**src/hw/rtl/cesd_pkg.sv**
```systemverilog
// Shared types, constants and character helpers for the escape sequence decoder.
package cesd_pkg;

  localparam int CpW  = 21;
  localparam int ValW = 31;

  localparam logic [ValW-1:0] ValMax = {ValW{1'b1}};

  localparam logic [CpW-1:0] ChBackslash = CpW'(8'h5C);
  localparam logic [CpW-1:0] ChLowerX    = CpW'(8'h78);
  localparam logic [CpW-1:0] ChZero      = CpW'(8'h30);
  localparam logic [CpW-1:0] ChSeven     = CpW'(8'h37);

  typedef enum logic [1:0] {
    MODE_PLAIN = 2'd0,
    MODE_ESC   = 2'd1,
    MODE_HEX   = 2'd2,
    MODE_OCT   = 2'd3
  } mode_e;

  // One queue entry: the results caused by one input item.
  typedef struct packed {
    logic            two;
    logic            last;
    logic            no_data;
    logic [ValW-1:0] v0;
    logic [ValW-1:0] v1;
  } entry_t;

  typedef struct packed {
    logic       hit;
    logic [6:0] value;
  } esc_t;

  typedef struct packed {
    logic       hit;
    logic [3:0] digit;
  } hex_t;

  function automatic esc_t simple_esc(input logic [CpW-1:0] c);
    esc_t r;
    r.hit = 1'b1;
    unique case (c)
      CpW'(8'h27): r.value = 7'h27;
      CpW'(8'h22): r.value = 7'h22;
      CpW'(8'h3F): r.value = 7'h3F;
      CpW'(8'h5C): r.value = 7'h5C;
      CpW'(8'h61): r.value = 7'h07; // a
      CpW'(8'h62): r.value = 7'h08; // b
      CpW'(8'h66): r.value = 7'h0C; // f
      CpW'(8'h6E): r.value = 7'h0A; // n
      CpW'(8'h72): r.value = 7'h0D; // r
      CpW'(8'h74): r.value = 7'h09; // t
      CpW'(8'h76): r.value = 7'h0B; // v
      default: begin
        r.hit   = 1'b0;
        r.value = 7'h00;
      end
    endcase
    return r;
  endfunction

  function automatic hex_t hex_digit(input logic [CpW-1:0] c);
    hex_t r;
    r.hit   = 1'b0;
    r.digit = 4'h0;
    if (c >= CpW'(8'h30) && c <= CpW'(8'h39)) begin
      r.hit   = 1'b1;
      r.digit = c[3:0];
    end else if ((c >= CpW'(8'h61) && c <= CpW'(8'h66)) ||
                 (c >= CpW'(8'h41) && c <= CpW'(8'h46))) begin
      r.hit   = 1'b1;
      r.digit = c[3:0] + 4'd9;
    end
    return r;
  endfunction

endpackage

```
**src/hw/rtl/cesd_front.sv**
```systemverilog
// Front end: scan-mode state machine, run accumulator and result classification.
module cesd_front import cesd_pkg::*; #(
  parameter int MAX_OCTAL_DIGITS = 3
) (
  input  logic           clk_i,
  input  logic           rst_ni,
  input  logic           accept_i,
  input  logic [CpW-1:0] code_point_i,
  input  logic           last_in_i,
  output logic           wr_o,
  output entry_t         entry_o
);

  localparam logic [1:0] MaxCnt = MAX_OCTAL_DIGITS[1:0];

  mode_e           mode_q, mode_d;
  logic [ValW-1:0] acc_q, acc_d;
  logic [1:0]      cnt_q, cnt_d;

  esc_t            esc;
  hex_t            hx;
  logic            is_oct;
  logic [2:0]      oct_d;
  logic [1:0]      cnt_inc;
  logic            pre_en, post_en, do_plain;
  logic [ValW-1:0] pre_v, post_v;

  always_ff @(posedge clk_i or negedge rst_ni) begin
    if (!rst_ni) begin
      mode_q <= MODE_PLAIN;
      acc_q  <= '0;
      cnt_q  <= '0;
    end else if (accept_i) begin
      mode_q <= mode_d;
      acc_q  <= acc_d;
      cnt_q  <= cnt_d;
    end
  end

  assign esc     = simple_esc(code_point_i);
  assign hx      = hex_digit(code_point_i);
  assign is_oct  = (code_point_i >= ChZero) && (code_point_i <= ChSeven);
  assign oct_d   = code_point_i[2:0];
  assign cnt_inc = cnt_q + 2'd1;

  always_comb begin
    mode_d   = mode_q;
    acc_d    = acc_q;
    cnt_d    = cnt_q;
    pre_en   = 1'b0;
    pre_v    = '0;
    post_en  = 1'b0;
    post_v   = '0;
    do_plain = 1'b0;

    unique case (mode_q)
      MODE_PLAIN: do_plain = 1'b1;
      MODE_ESC: begin
        if (esc.hit) begin
          pre_en = 1'b1;
          pre_v  = ValW'(esc.value);
          mode_d = MODE_PLAIN;
        end else if (code_point_i == ChLowerX) begin
          acc_d  = '0;
          mode_d = MODE_HEX;
        end else if (is_oct) begin
          acc_d  = ValW'(oct_d);
          cnt_d  = 2'd1;
          mode_d = MODE_OCT;
          if (MaxCnt <= 2'd1) begin
            pre_en = 1'b1;
            pre_v  = ValW'(oct_d);
            acc_d  = '0;
            cnt_d  = '0;
            mode_d = MODE_PLAIN;
          end
        end else begin
          pre_en   = 1'b1;
          mode_d   = MODE_PLAIN;
          do_plain = 1'b1;
        end
      end
      MODE_HEX: begin
        if (hx.hit) begin
          // {acc, digit} overflows exactly when the top nibble is nonzero
          acc_d = (acc_q[ValW-1 -: 4] != 4'h0) ? ValMax : {acc_q[ValW-5:0], hx.digit};
        end else begin
          pre_en   = 1'b1;
          pre_v    = acc_q;
          acc_d    = '0;
          mode_d   = MODE_PLAIN;
          do_plain = 1'b1;
        end
      end
      MODE_OCT: begin
        if (is_oct && cnt_q < MaxCnt) begin
          acc_d = {acc_q[ValW-4:0], oct_d};
          cnt_d = cnt_inc;
          if (cnt_inc >= MaxCnt) begin
            pre_en = 1'b1;
            pre_v  = {acc_q[ValW-4:0], oct_d};
            acc_d  = '0;
            cnt_d  = '0;
            mode_d = MODE_PLAIN;
          end
        end else begin
          pre_en   = 1'b1;
          pre_v    = acc_q;
          acc_d    = '0;
          cnt_d    = '0;
          mode_d   = MODE_PLAIN;
          do_plain = 1'b1;
        end
      end
      default: mode_d = MODE_PLAIN;
    endcase

    if (do_plain) begin
      if (code_point_i == ChBackslash) begin
        mode_d = MODE_ESC;
      end else begin
        post_en = 1'b1;
        post_v  = ValW'(code_point_i);
      end
    end

    // end of string: flush an open run, drop a dangling backslash
    if (last_in_i) begin
      if (mode_d == MODE_HEX || mode_d == MODE_OCT) begin
        post_en = 1'b1;
        post_v  = acc_d;
      end
      mode_d = MODE_PLAIN;
      acc_d  = '0;
      cnt_d  = '0;
    end
  end

  always_comb begin
    entry_o.two     = pre_en && post_en;
    entry_o.last    = last_in_i;
    entry_o.no_data = !pre_en && !post_en;
    entry_o.v0      = pre_en ? pre_v : post_v;
    entry_o.v1      = post_v;
  end

  assign wr_o = accept_i && (pre_en || post_en || last_in_i);

endmodule

```
**src/hw/rtl/cesd_queue.sv**
```systemverilog
// Short register queue of result entries between front and back end.
module cesd_queue import cesd_pkg::*; #(
  parameter int DEPTH = 4
) (
  input  logic   clk_i,
  input  logic   rst_ni,
  input  logic   push_i,
  input  entry_t entry_i,
  output logic   full_o,
  input  logic   pop_i,
  output entry_t entry_o,
  output logic   empty_o
);

  localparam int PtrW = $clog2(DEPTH);
  localparam int CntW = PtrW + 1;

  entry_t            mem_q [DEPTH];
  logic [PtrW-1:0]   wr_ptr_q, rd_ptr_q;
  logic [CntW-1:0]   cnt_q;

  // depth is a power of two so pointers wrap on their own
  always_ff @(posedge clk_i or negedge rst_ni) begin
    if (!rst_ni) begin
      wr_ptr_q <= '0;
      rd_ptr_q <= '0;
      cnt_q    <= '0;
    end else begin
      if (push_i) wr_ptr_q <= wr_ptr_q + PtrW'(1);
      if (pop_i)  rd_ptr_q <= rd_ptr_q + PtrW'(1);
      if (push_i && !pop_i)      cnt_q <= cnt_q + CntW'(1);
      else if (pop_i && !push_i) cnt_q <= cnt_q - CntW'(1);
    end
  end

  always_ff @(posedge clk_i) begin
    if (push_i) mem_q[wr_ptr_q] <= entry_i;
  end

  assign entry_o = mem_q[rd_ptr_q];
  assign full_o  = (cnt_q == CntW'(DEPTH));
  assign empty_o = (cnt_q == '0);

  a_cnt_bound: assert property (@(posedge clk_i) disable iff (!rst_ni)
    cnt_q <= CntW'(DEPTH))
    else $error("queue count beyond depth");

  a_no_overflow: assert property (@(posedge clk_i) disable iff (!rst_ni)
    push_i |-> !full_o)
    else $error("write into full queue");

  a_no_underflow: assert property (@(posedge clk_i) disable iff (!rst_ni)
    pop_i |-> !empty_o)
    else $error("read from empty queue");

  a_push_fills: assert property (@(posedge clk_i) disable iff (!rst_ni)
    (push_i && !pop_i) |=> !empty_o)
    else $error("queue empty after write");

endmodule

```
**src/hw/rtl/cesd_back.sv**
```systemverilog
// Back end: splits each queue entry into one or two result transfers.
module cesd_back import cesd_pkg::*; (
  input  logic            clk_i,
  input  logic            rst_ni,
  input  entry_t          entry_i,
  input  logic            q_empty_i,
  output logic            q_pop_o,
  input  logic            pop_i,
  output logic            empty_o,
  output logic [ValW-1:0] decoded_value_o,
  output logic            no_data_o,
  output logic            last_out_o
);

  logic phase_q;   // 1: first of two results already taken
  logic take;
  logic tail;

  assign take = pop_i && !q_empty_i;
  assign tail = !entry_i.two || phase_q;

  always_ff @(posedge clk_i or negedge rst_ni) begin
    if (!rst_ni) begin
      phase_q <= 1'b0;
    end else if (take) begin
      phase_q <= !tail;
    end
  end

  assign q_pop_o         = take && tail;
  assign empty_o         = q_empty_i;
  assign decoded_value_o = phase_q ? entry_i.v1 : entry_i.v0;
  assign no_data_o       = entry_i.no_data;
  assign last_out_o      = entry_i.last && tail;

  a_phase_two: assert property (@(posedge clk_i) disable iff (!rst_ni)
    (phase_q && !q_empty_i) |-> entry_i.two)
    else $error("second result taken from single-result entry");

  a_nodata_last: assert property (@(posedge clk_i) disable iff (!rst_ni)
    (!q_empty_i && entry_i.no_data) |-> (entry_i.last && !entry_i.two))
    else $error("end-only entry without end mark");

  a_phase_clear: assert property (@(posedge clk_i) disable iff (!rst_ni)
    q_pop_o |=> !phase_q)
    else $error("phase not cleared after entry retired");

endmodule

```
**src/hw/rtl/c_escape_sequence_decoder_unit.sv**
```systemverilog
// A result becomes visible once its entry is registered in the queue and reaches the head.
// Throughput: one input item per cycle unless full; a two-result item takes two pops.
// The front end decodes each item in its accept cycle, writing at most one queue entry.
// The back end hands out one result per cycle from the queue head when popped.
// Reset (rst_ni low, async): scan state cleared, queue emptied, no results pending.
module c_escape_sequence_decoder_unit import cesd_pkg::*; #(
  parameter int MAX_OCTAL_DIGITS = 3,  // 1..3
  parameter int QUEUE_DEPTH      = 4   // power of two, at least 2
) (
  input  logic            clk_i,
  input  logic            rst_ni,
  // input side
  input  logic            push,
  output logic            full,
  input  logic [CpW-1:0]  code_point_i,
  input  logic            last_in_i,
  // result side
  output logic            empty,
  input  logic            pop,
  output logic [ValW-1:0] decoded_value_o,
  output logic            no_data_o,
  output logic            last_out_o
);

  logic   accept;      // input transfer this cycle
  logic   q_wr;        // front end writes an entry
  entry_t q_wdata;
  entry_t q_rdata;
  logic   q_full;
  logic   q_empty;
  logic   q_pop;

  // The queue full flag alone gates the input, so an item is taken while
  // earlier results still wait on the output side.
  assign full   = q_full;
  assign accept = push && !q_full;

  // Front: mode register, hex/octal accumulator, classifies each code point
  // into zero, one or two results (or an end-only marker on the last item).
  cesd_front #(
    .MAX_OCTAL_DIGITS(MAX_OCTAL_DIGITS)
  ) u_front (
    .clk_i       (clk_i),
    .rst_ni      (rst_ni),
    .accept_i    (accept),
    .code_point_i(code_point_i),
    .last_in_i   (last_in_i),
    .wr_o        (q_wr),
    .entry_o     (q_wdata)
  );

  // Decoupling queue: one entry per item that produced something or ended the string.
  cesd_queue #(
    .DEPTH(QUEUE_DEPTH)
  ) u_queue (
    .clk_i  (clk_i),
    .rst_ni (rst_ni),
    .push_i (q_wr),
    .entry_i(q_wdata),
    .full_o (q_full),
    .pop_i  (q_pop),
    .entry_o(q_rdata),
    .empty_o(q_empty)
  );

  // Back: serializes entries into result transfers, marks the final one.
  cesd_back u_back (
    .clk_i          (clk_i),
    .rst_ni         (rst_ni),
    .entry_i        (q_rdata),
    .q_empty_i      (q_empty),
    .q_pop_o        (q_pop),
    .pop_i          (pop),
    .empty_o        (empty),
    .decoded_value_o(decoded_value_o),
    .no_data_o      (no_data_o),
    .last_out_o     (last_out_o)
  );

endmodule
```
**config.mk**
```make
export PLATFORM = sky130hd
export DESIGN_NAME = c_escape_sequence_decoder_unit
export DESIGN_NICKNAME = d
export VERILOG_FILES = /design/src/hw/rtl/cesd_pkg.sv /design/src/hw/rtl/cesd_front.sv /design/src/hw/rtl/cesd_queue.sv /design/src/hw/rtl/cesd_back.sv /design/src/hw/rtl/c_escape_sequence_decoder_unit.sv
export SDC_FILE = /design/constraint.sdc
export NUM_CORES = 1
export LEC_CHECK = 0
export BUFFER_PORTS_ARGS = -buffer_cell sky130_fd_sc_hd__buf_2
export CAP_MARGIN = 20
export CORE_AREA = 2 2 163 165
export CTS_BUF_LIST = sky130_fd_sc_hd__clkbuf_4 sky130_fd_sc_hd__clkbuf_8 sky130_fd_sc_hd__clkbuf_16
export DETAILED_ROUTE_END_ITERATION = 8
export DIE_AREA = 0 0 165 167
export PLACE_DENSITY = 0.76
export RECOVER_POWER = 100
export SETUP_SLACK_MARGIN = 0.3
export SKIP_LAST_GASP = 1
export SYNTH_ARGS = -nofsm -noshare
export SYNTH_HDL_FRONTEND = slang
export SYNTH_SLANG_ARGS = --single-unit
```
**constraint.sdc**
```tcl
create_clock -name clk_i -period 3.9 [get_ports clk_i]
set_input_delay 0.975 -clock clk_i [delete_from_list [all_inputs] [get_ports clk_i]]
set_output_delay 0.975 -clock clk_i [all_outputs]
set_load 0.03 [all_outputs]
```
Word level (Yosys, flattened, before mapping)
Memory sizes are Yosys's and may differ from the RTL's. Index checks and enable logic that the tools add are counted.

Add/sub/neg operators: 6. Order comparisons: 9. Equal/unequal tests: 21. Mux-type cells: 59. Reductions and logical operators: 34.

Operators by type and width (count): two-way mux 31 bit (16); equality test 21 x 7 -> 1 bit, second input constant (9); case mux 31 bit (3 select lines) (2); case mux 7 bit (11 select lines) (1); equality test 21 x 6 -> 1 bit, second input constant (3); >= comparator 21 x 7 -> 1 bit, second input constant (2); <= comparator 21 x 6 -> 1 bit, second input constant (2); <= comparator 21 x 7 -> 1 bit, second input constant (2); two-way mux 2 bit (15); >= comparator 21 x 6 -> 1 bit, second input constant (1); two-way mux 21 bit (1); two-way mux 1 bit (15); logical AND 1 bit (14); OR reduction 11 bit (1); two-way mux 5 bit (2); equality test 2 bit, second input constant (4); zero test 1 bit (8); two-way mux 7 bit (1); adder 2 x 1 -> 2 bit, second input constant (3); two-way mux 3 bit (2); != test 3 bit, second input constant (2); case mux 2 bit (3 select lines) (1); logical OR 1 bit (5); AND reduction 5 bit (1); 16 further kinds (16).

Register bits: 43. RAM bits: 260. Input bits: 26. Memories: 1.

Memory list: u_queue.mem_q (words 4, width 65, rd ports 1, clocked after memory_dff 0, write ports 1, line cesd_queue.sv:18) `entry_t mem_q [DEPTH];`.

Longest topological paths before layout
Word-level depth: 20. Mapped depth: 16. Depth with buffers taken out: 14.

Hierarchy
Synthesis repeated with hierarchy kept, for this count alone.

Cells, all modules: 974. Area total of the unflattened synthesis: 14272.4 sq um.

By module, submodules not included: cesd_queue (times used 1, cells an instance 374, area an instance 9808.2 sq um, seq. area each 7982.7 sq um); cesd_front (times used 1, cells an instance 556, area an instance 3844.9 sq um, seq. area each 875.8 sq um); cesd_back (times used 1, cells an instance 43, area an instance 605.6 sq um, seq. area each 25.0 sq um); c_escape_sequence_decoder_unit (times used 1, cells an instance 1, area an instance 13.8 sq um, seq. area each 0.0 sq um).

Worst setup path before layout
OpenSTA, ideal clock, no wires.

Kind: input to register. Start point: in code_point_i[1]. End point: mem u_queue.mem_q[0][0] (netlist name), enable pin. Library setup time: 0.430 ns. Arrival: 4.456 ns. Required time: 3.470 ns. Slack: -0.986 ns. Stages: 11. Buffers on the path: 2. Cells stage by stage: buf_2 -> inv_1 -> ha_1 -> or4_1 -> nand4_1 -> a21o_1 -> buf_6 -> o22ai_4 -> a211o_1 -> a31oi_4 -> and2_1.

Longest elaborated chain between the ends: 18.

Ends and longest elaborated chain: from (decl) (line c_escape_sequence_decoder_unit.sv:15) `input logic [CpW-1:0] code_point_i,`; >= comparator 21 x 7 -> 1 bit (tied with other cells) (line cesd_pkg.sv:70) `end else if ((c >= CpW'(8'h61) && c <= CpW'(8'h66)) ||`; logical AND 1 bit, on equally long branches (line cesd_pkg.sv:70, cesd_pkg.sv:71); logical OR 1 bit (line cesd_pkg.sv:70); two-way mux 5 bit (line cesd_pkg.sv:70); two-way mux 5 bit (line cesd_pkg.sv:67) `if (c >= CpW'(8'h30) && c <= CpW'(8'h39)) begin`; two-way mux 2 bit (line cesd_front.sv:84) `if (hx.hit) begin`; case mux 2 bit (3 select lines) (line cesd_front.sv:56) `unique case (mode_q)`; two-way mux 2 bit (line cesd_front.sv:119) `if (code_point_i == ChBackslash) begin`; [... 2 more ...]; logical OR 1 bit (line cesd_front.sv:129) `if (mode_d == MODE_HEX || mode_d == MODE_OCT) begin`; two-way mux 1 bit (line cesd_front.sv:129); two-way mux 1 bit (line cesd_front.sv:128) `if (last_in_i) begin`; logical OR 1 bit (*) (2 in a row) (line cesd_front.sv:147) `assign wr_o = accept_i && (pre_en || post_en || last_in_i);`; logical AND 1 bit (*) (line cesd_front.sv:147); net q_wr (line c_escape_sequence_decoder_unit.sv:26) `logic q_wr;`; two-way mux 1 bit (*) (line cesd_queue.sv:37) `if (push_i) mem_q[wr_ptr_q] <= entry_i;`; two-way mux 1 bit (not written as such) (*) (line cesd_queue.sv:37); to (decl) (line cesd_queue.sv:18).

The timed path passes the listed nets; every way through them passes the cells marked *.

Worst setup path in the final report
Start point: reg u_queue.rd_ptr_q[0]. End point: out decoded_value_o[18].

Longest elaborated chain between the ends: 2.

Ends and longest elaborated chain: from (decl) (line cesd_queue.sv:19) `logic [PtrW-1:0] wr_ptr_q, rd_ptr_q;`; from (signal assigned) (line cesd_queue.sv:30) `if (pop_i) rd_ptr_q <= rd_ptr_q + PtrW'(1);`; memory read (4 x 65 bit); two-way mux 31 bit (line cesd_back.sv:32) `assign decoded_value_o = phase_q ? entry_i.v1 : entry_i.v0;`; to (decl) (line c_escape_sequence_decoder_unit.sv:20) `output logic [ValW-1:0] decoded_value_o,`.

Every way passes these cells.

==> impl_table.tex <==
\begin{tabular}{lr}
\hline
Metric & Value \\
\hline
\multicolumn{2}{l}{\textbf{Floorplanning}} \\
Initial Utilization & 55.53\% \\
Total Die Area & 27,560 µm² \\
Total core area & 25,760 µm² \\
Count of standard-cell rows & 59 \\
Die W & 165 µm \\
DIE HEIGHT & 167 µm \\
Count of boundary I/O pins & 61 \\
\multicolumn{2}{l}{\textbf{Clock network}} \\
CTS sink count & 303 \\
Clock latency on the worst-skew pair & 570 ps \\
Largest buffer count on any clock path & 3 \\
\# hold bufs at CTS & 0 \\
TritonCTS clock tree & built \\
Inserted Clock Buffers & 31 \\
Reg clk slew, reported paths & 60 ps \\
CTS root buf & sky130\_fd\_sc\_hd\_\_clkbuf\_16 \\
\# H-tree levels & 1 \\
\multicolumn{2}{l}{\textbf{Synth}} \\
Sequential element share of the synthesized area & 62.09\% \\
Post-synthesis sequential element count & 303 \\
Most area-hungry cell type in the Yosys netlist & sky130\_fd\_sc\_hd\_\_edfxtp\_1 \\
Total standard cell area after synthesis & 14,310 µm² \\
EDFF count, synth & 260 \\
Post-synthesis cell type count & 74 \\
Count leader, synth & sky130\_fd\_sc\_hd\_\_edfxtp\_1 \\
Most numerous cell types in the synthesized netlist & sky130\_fd\_sc\_hd\_\_edfxtp\_1 (260), sky130\_fd\_sc\_hd\_\_nand2\_1 (80), sky130\_fd\_sc\_hd\_\_mux4\_2 (65), sky130\_fd\_sc\_hd\_\_nor2\_1 (49), sky130\_fd\_sc\_hd\_\_o21ai\_0 (49) \\
Cell types with the largest area share after synthesis & sky130\_fd\_sc\_hd\_\_edfxtp\_1 (55\%), sky130\_fd\_sc\_hd\_\_mux4\_2 (10\%), sky130\_fd\_sc\_hd\_\_dfrtp\_1 (7.5\%) \\
Share of flip-flops with an asynchronous set or reset after synthesis & 14.19\% \\
Average cell area after synthesis & 14.58 µm² \\
Yosys top cell area share & 54.57\% \\
Most frequently used flop master after synthesis & sky130\_fd\_sc\_hd\_\_edfxtp\_1 \\
Synthesized netlist cell count & 981 \\
Synth warnings & 0 \\
Synthesized net count & 1,017 \\
\multicolumn{2}{l}{\textbf{Routing}} \\
Routed WL & 34,870 µm \\
Detail Route Antenna Nets & 0 \\
Via count of the routed design & 9,434 \\
Per-cell routed wire length & 23.90 µm \\
Post-detailed-route DRC marker count & 0 \\
Detailed Route Iter0 Violations & 942 \\
DRT Pass-1 Iters & 5 \\
Number of vias per cell & 6.466 \\
\multicolumn{2}{l}{\textbf{Cells and area}} \\
Fraction of final layout cells with drive strength greater than 1 & 25.53\% \\
Count of filler cells inserted in the layout & 1,863 \\
Share of the core filled with cells in the final layout & 64.54\% \\
Count of placed standard cells in the final layout, fillers left out & 1,459 \\
Number of nets in the finished design & 1,137 \\
ANT cells & 0 \\
Layout Area Growth over Synthesis & 16.21\% \\
\multicolumn{2}{l}{\textbf{Setup path}} \\
Worst R2R Path Depth & 9 \\
Endpoint type of the worst setup path & output pin \\
Req. time, crit path & 2920 ps \\
Crit-path cells & buf\_6 > mux4\_2 > mux2\_2 > clkbuf\_1 \\
Endpoint of the most critical register-to-register path & u\_queue.cnt\_q[1] \\
Total buffers and inverters traversed by the critical path & 2 \\
Critical-path top delay cell & sky130\_fd\_sc\_hd\_\_mux4\_2 \\
CP max FO & 30 \\
Start-to-end type of the worst setup path & reg2out \\
Largest delay contributor family on the critical path & multiplexers \\
Critical register-to-register path startpoint & u\_queue.rd\_ptr\_q[0] \\
Total number of cells along the worst setup path & 4 \\
Launching instance or port of the critical path & u\_queue.rd\_ptr\_q[0] \\
Reg-to-reg slack, setup & 780 ps \\
Stage delay of the slowest cell on the critical path & 580 ps \\
Data arrival time of the critical path & 2630 ps \\
Startpoint class of the critical path & register \\
\multicolumn{2}{l}{\textbf{GRT}} \\
Global-route layer with the greatest usage & met2 \\
Total GRT Usage & 25.93\% \\
Global-route track usage on met3 & 3.163\% \\
Number of antenna violations at the first check in global routing & 0 \\
Met2 Track Usage GR & 41.32\% \\
Overflow after GRT & 0 \\
Vias in the first global route & 9,509 \\
Met1 track utilization from global routing & 37.80\% \\
Largest net degree at the start of global routing & 44 \\
Wire length of the first global-routing pass & 54,790 µm \\
\multicolumn{2}{l}{\textbf{Hold path}} \\
Type of the worst min-delay path & in2async \\
\multicolumn{2}{l}{\textbf{STA}} \\
Share of the clock period used by the worst path after layout & 92.52\% \\
Unrepaired setup endpoints after global routing & false \\
Hold violation total from the final report & 0 \\
Relative slew margins & -47.80\% \\
Slew of the pin with the lowest slew margin & 2217 ps \\
Worst clock skew & 14.92 ps \\
Max-slew violation count & 40 \\
FMAX & 277.1 MHz \\
Tmin final & 3608 ps \\
Post-route setup TNS & 0 ps \\
Endpoints failing setup & 0 \\
\multicolumn{2}{l}{\textbf{Placement}} \\
Count of port buffers added during placement & 60 \\
Estimated wirelength of the detail-placed design & 23,010 µm \\
Placed Instances & 1,400 \\
GP Congestion & 0.9428 \\
\multicolumn{2}{l}{\textbf{Outcome}} \\
Status & finished, violations left \\
Violations in the final reports & capacitance limit, slew limit \\
\multicolumn{2}{l}{\textbf{Pwr}} \\
Max rail drop VDD & 492.6 µV \\
Leakage power & 5.593 nW \\
PnR Total Power & 0.01117 W \\
P per Cell Area & 671.5 nW/µm² \\
\multicolumn{2}{l}{\textbf{Run}} \\
Max-capacitance violation count & 1 \\
\hline
\end{tabular}
-- cells by family after synthesis --
family                     Yosys count  share of synthesized area (%)
muxes                               99                          12.93
adders and majority gates           10                         0.9270
buffers and inverters               81                          2.475
AOI/OAI and AO/OA                  252                          12.96
and+or+nand+nor                    227                          8.063
xor gates and xnor gates             9                         0.5510
DFF                                303                          62.09
-- placed cells by master, fill, tap and decap left out, types with 7 or more instances in the layout --
| master | Yosys | routed |
|---|---|---|
| sky130_fd_sc_hd__nand3_1 | 21 | 21 |
| sky130_fd_sc_hd__clkbuf_1 | 36 | 38 |
| sky130_fd_sc_hd__nor3_1 | 10 | 10 |
| sky130_fd_sc_hd__nand2b_1 | 13 | 13 |
| sky130_fd_sc_hd__inv_1 | 14 | 12 |
| sky130_fd_sc_hd__clkbuf_2 | 1 | 10 |
| sky130_fd_sc_hd__and2_1 | 20 | 14 |
| sky130_fd_sc_hd__mux4_2 | 65 | 65 |
| sky130_fd_sc_hd__clkinv_1 | 1 | 7 |
| sky130_fd_sc_hd__a211oi_1 | 8 | 8 |
| sky130_fd_sc_hd__nand2_1 | 80 | 80 |
| sky130_fd_sc_hd__buf_2 | 21 | 30 |
| sky130_fd_sc_hd__a21oi_1 | 19 | 19 |
| sky130_fd_sc_hd__clkbuf_16 | 0 | 31 |
| sky130_fd_sc_hd__o21bai_1 | 15 | 15 |
| sky130_fd_sc_hd__edfxtp_1 | 260 | 260 |
| sky130_fd_sc_hd__nor2_1 | 49 | 49 |
| sky130_fd_sc_hd__dfrtp_1 | 43 | 42 |
| sky130_fd_sc_hd__a22oi_1 | 21 | 21 |
| sky130_fd_sc_hd__a22o_1 | 11 | 11 |
| sky130_fd_sc_hd__a221oi_1 | 21 | 21 |
| sky130_fd_sc_hd__o21ai_1 | 15 | 8 |
| sky130_fd_sc_hd__o21ai_0 | 49 | 56 |
| sky130_fd_sc_hd__mux2_2 | 33 | 33 |
| sky130_fd_sc_hd__buf_12 | 0 | 14 |
| sky130_fd_sc_hd__o211a_1 | 13 | 13 |
| sky130_fd_sc_hd__a2bb2oi_1 | 26 | 26 |
| sky130_fd_sc_hd__buf_4 | 2 | 56 |
-- area by class of cell --
class	count	area, µm²	area share, %
Sequential cell	303	8885	53.44
Multi-Input combinational cell	597	5114	30.75
Inverter	15	58.81	0.3537
Clock buffer	33	790.8	4.756
Tap cell	335	419.2	2.521
Clock inverter	23	271.5	1.633
Timing Repair Buffer	153	1089	6.547
-- how the worst max path moves through the flow --
stage / slack, ps / endpoint
CTS: 330 / decoded_value_o[23]
global route: 150 / decoded_value_o[18]
floorplan: 210 / u_queue.cnt_q[2]
detailed placement: 40 / u_queue.cnt_q[1]
finish: 290 / decoded_value_o[18]
global placement: 90 / u_queue.cnt_q[2]
-- metrics by stage --
step                setup WS, ps  instance area (µm²)  hold slack (ps)
floorplan                  212.4                14380            460.9
global placement           85.31                15680            484.9
detailed placement         43.14                15680            494.9
CTS                        334.9                16750            510.4
global route               153.1                16630            264.1
finish                     291.6                16630            258.2
-- worst register-to-register path: stages (launching register included) --
cell and delay [ps]:
sky130_fd_sc_hd__dfrtp_1 540, sky130_fd_sc_hd__clkbuf_1 340, sky130_fd_sc_hd__mux4_2 560, sky130_fd_sc_hd__nor2b_1 170
sky130_fd_sc_hd__nor2_1 290, sky130_fd_sc_hd__inv_1 90, sky130_fd_sc_hd__ha_1 220, sky130_fd_sc_hd__inv_1 90
sky130_fd_sc_hd__fa_2 440, sky130_fd_sc_hd__mux2_2 270
-- layer usage --
metal	share of wire (%)	vias up
met4	3.0	0
met5	0	-
met2	49	395
met1	43	4795
li1	-	4177
met3	5.7	67
-- registers in the layout, indices dropped and copies added, names as in the netlist --
signal,flops
u_back.phase_q,1
u_front.acc_q,31
u_front.cnt_q,2
u_front.mode_q,2
u_queue.cnt_q,3
u_queue.mem_q,260
u_queue.rd_ptr_q,2
u_queue.wr_ptr_q,2
-- what timing repair did --
item / in CTS / in global routing
gates resized for setup: 0 / 1
pin swaps: 0 / 0
endpoints found under the setup margin: 1 / 1
buffers inserted: 2 / 0
-- report_power, final --
group / total (W) / switching [W] / internal (W)
combinational: 0.00364 / 0.00214 / 0.00150
clock: 0.00304 / 0.00124 / 0.00181
sequential: 0.00448 / 0.000218 / 0.00426
total: 0.0112 / 0.00360 / 0.00757
Note: power is estimated with default switching activity, not from simulation.
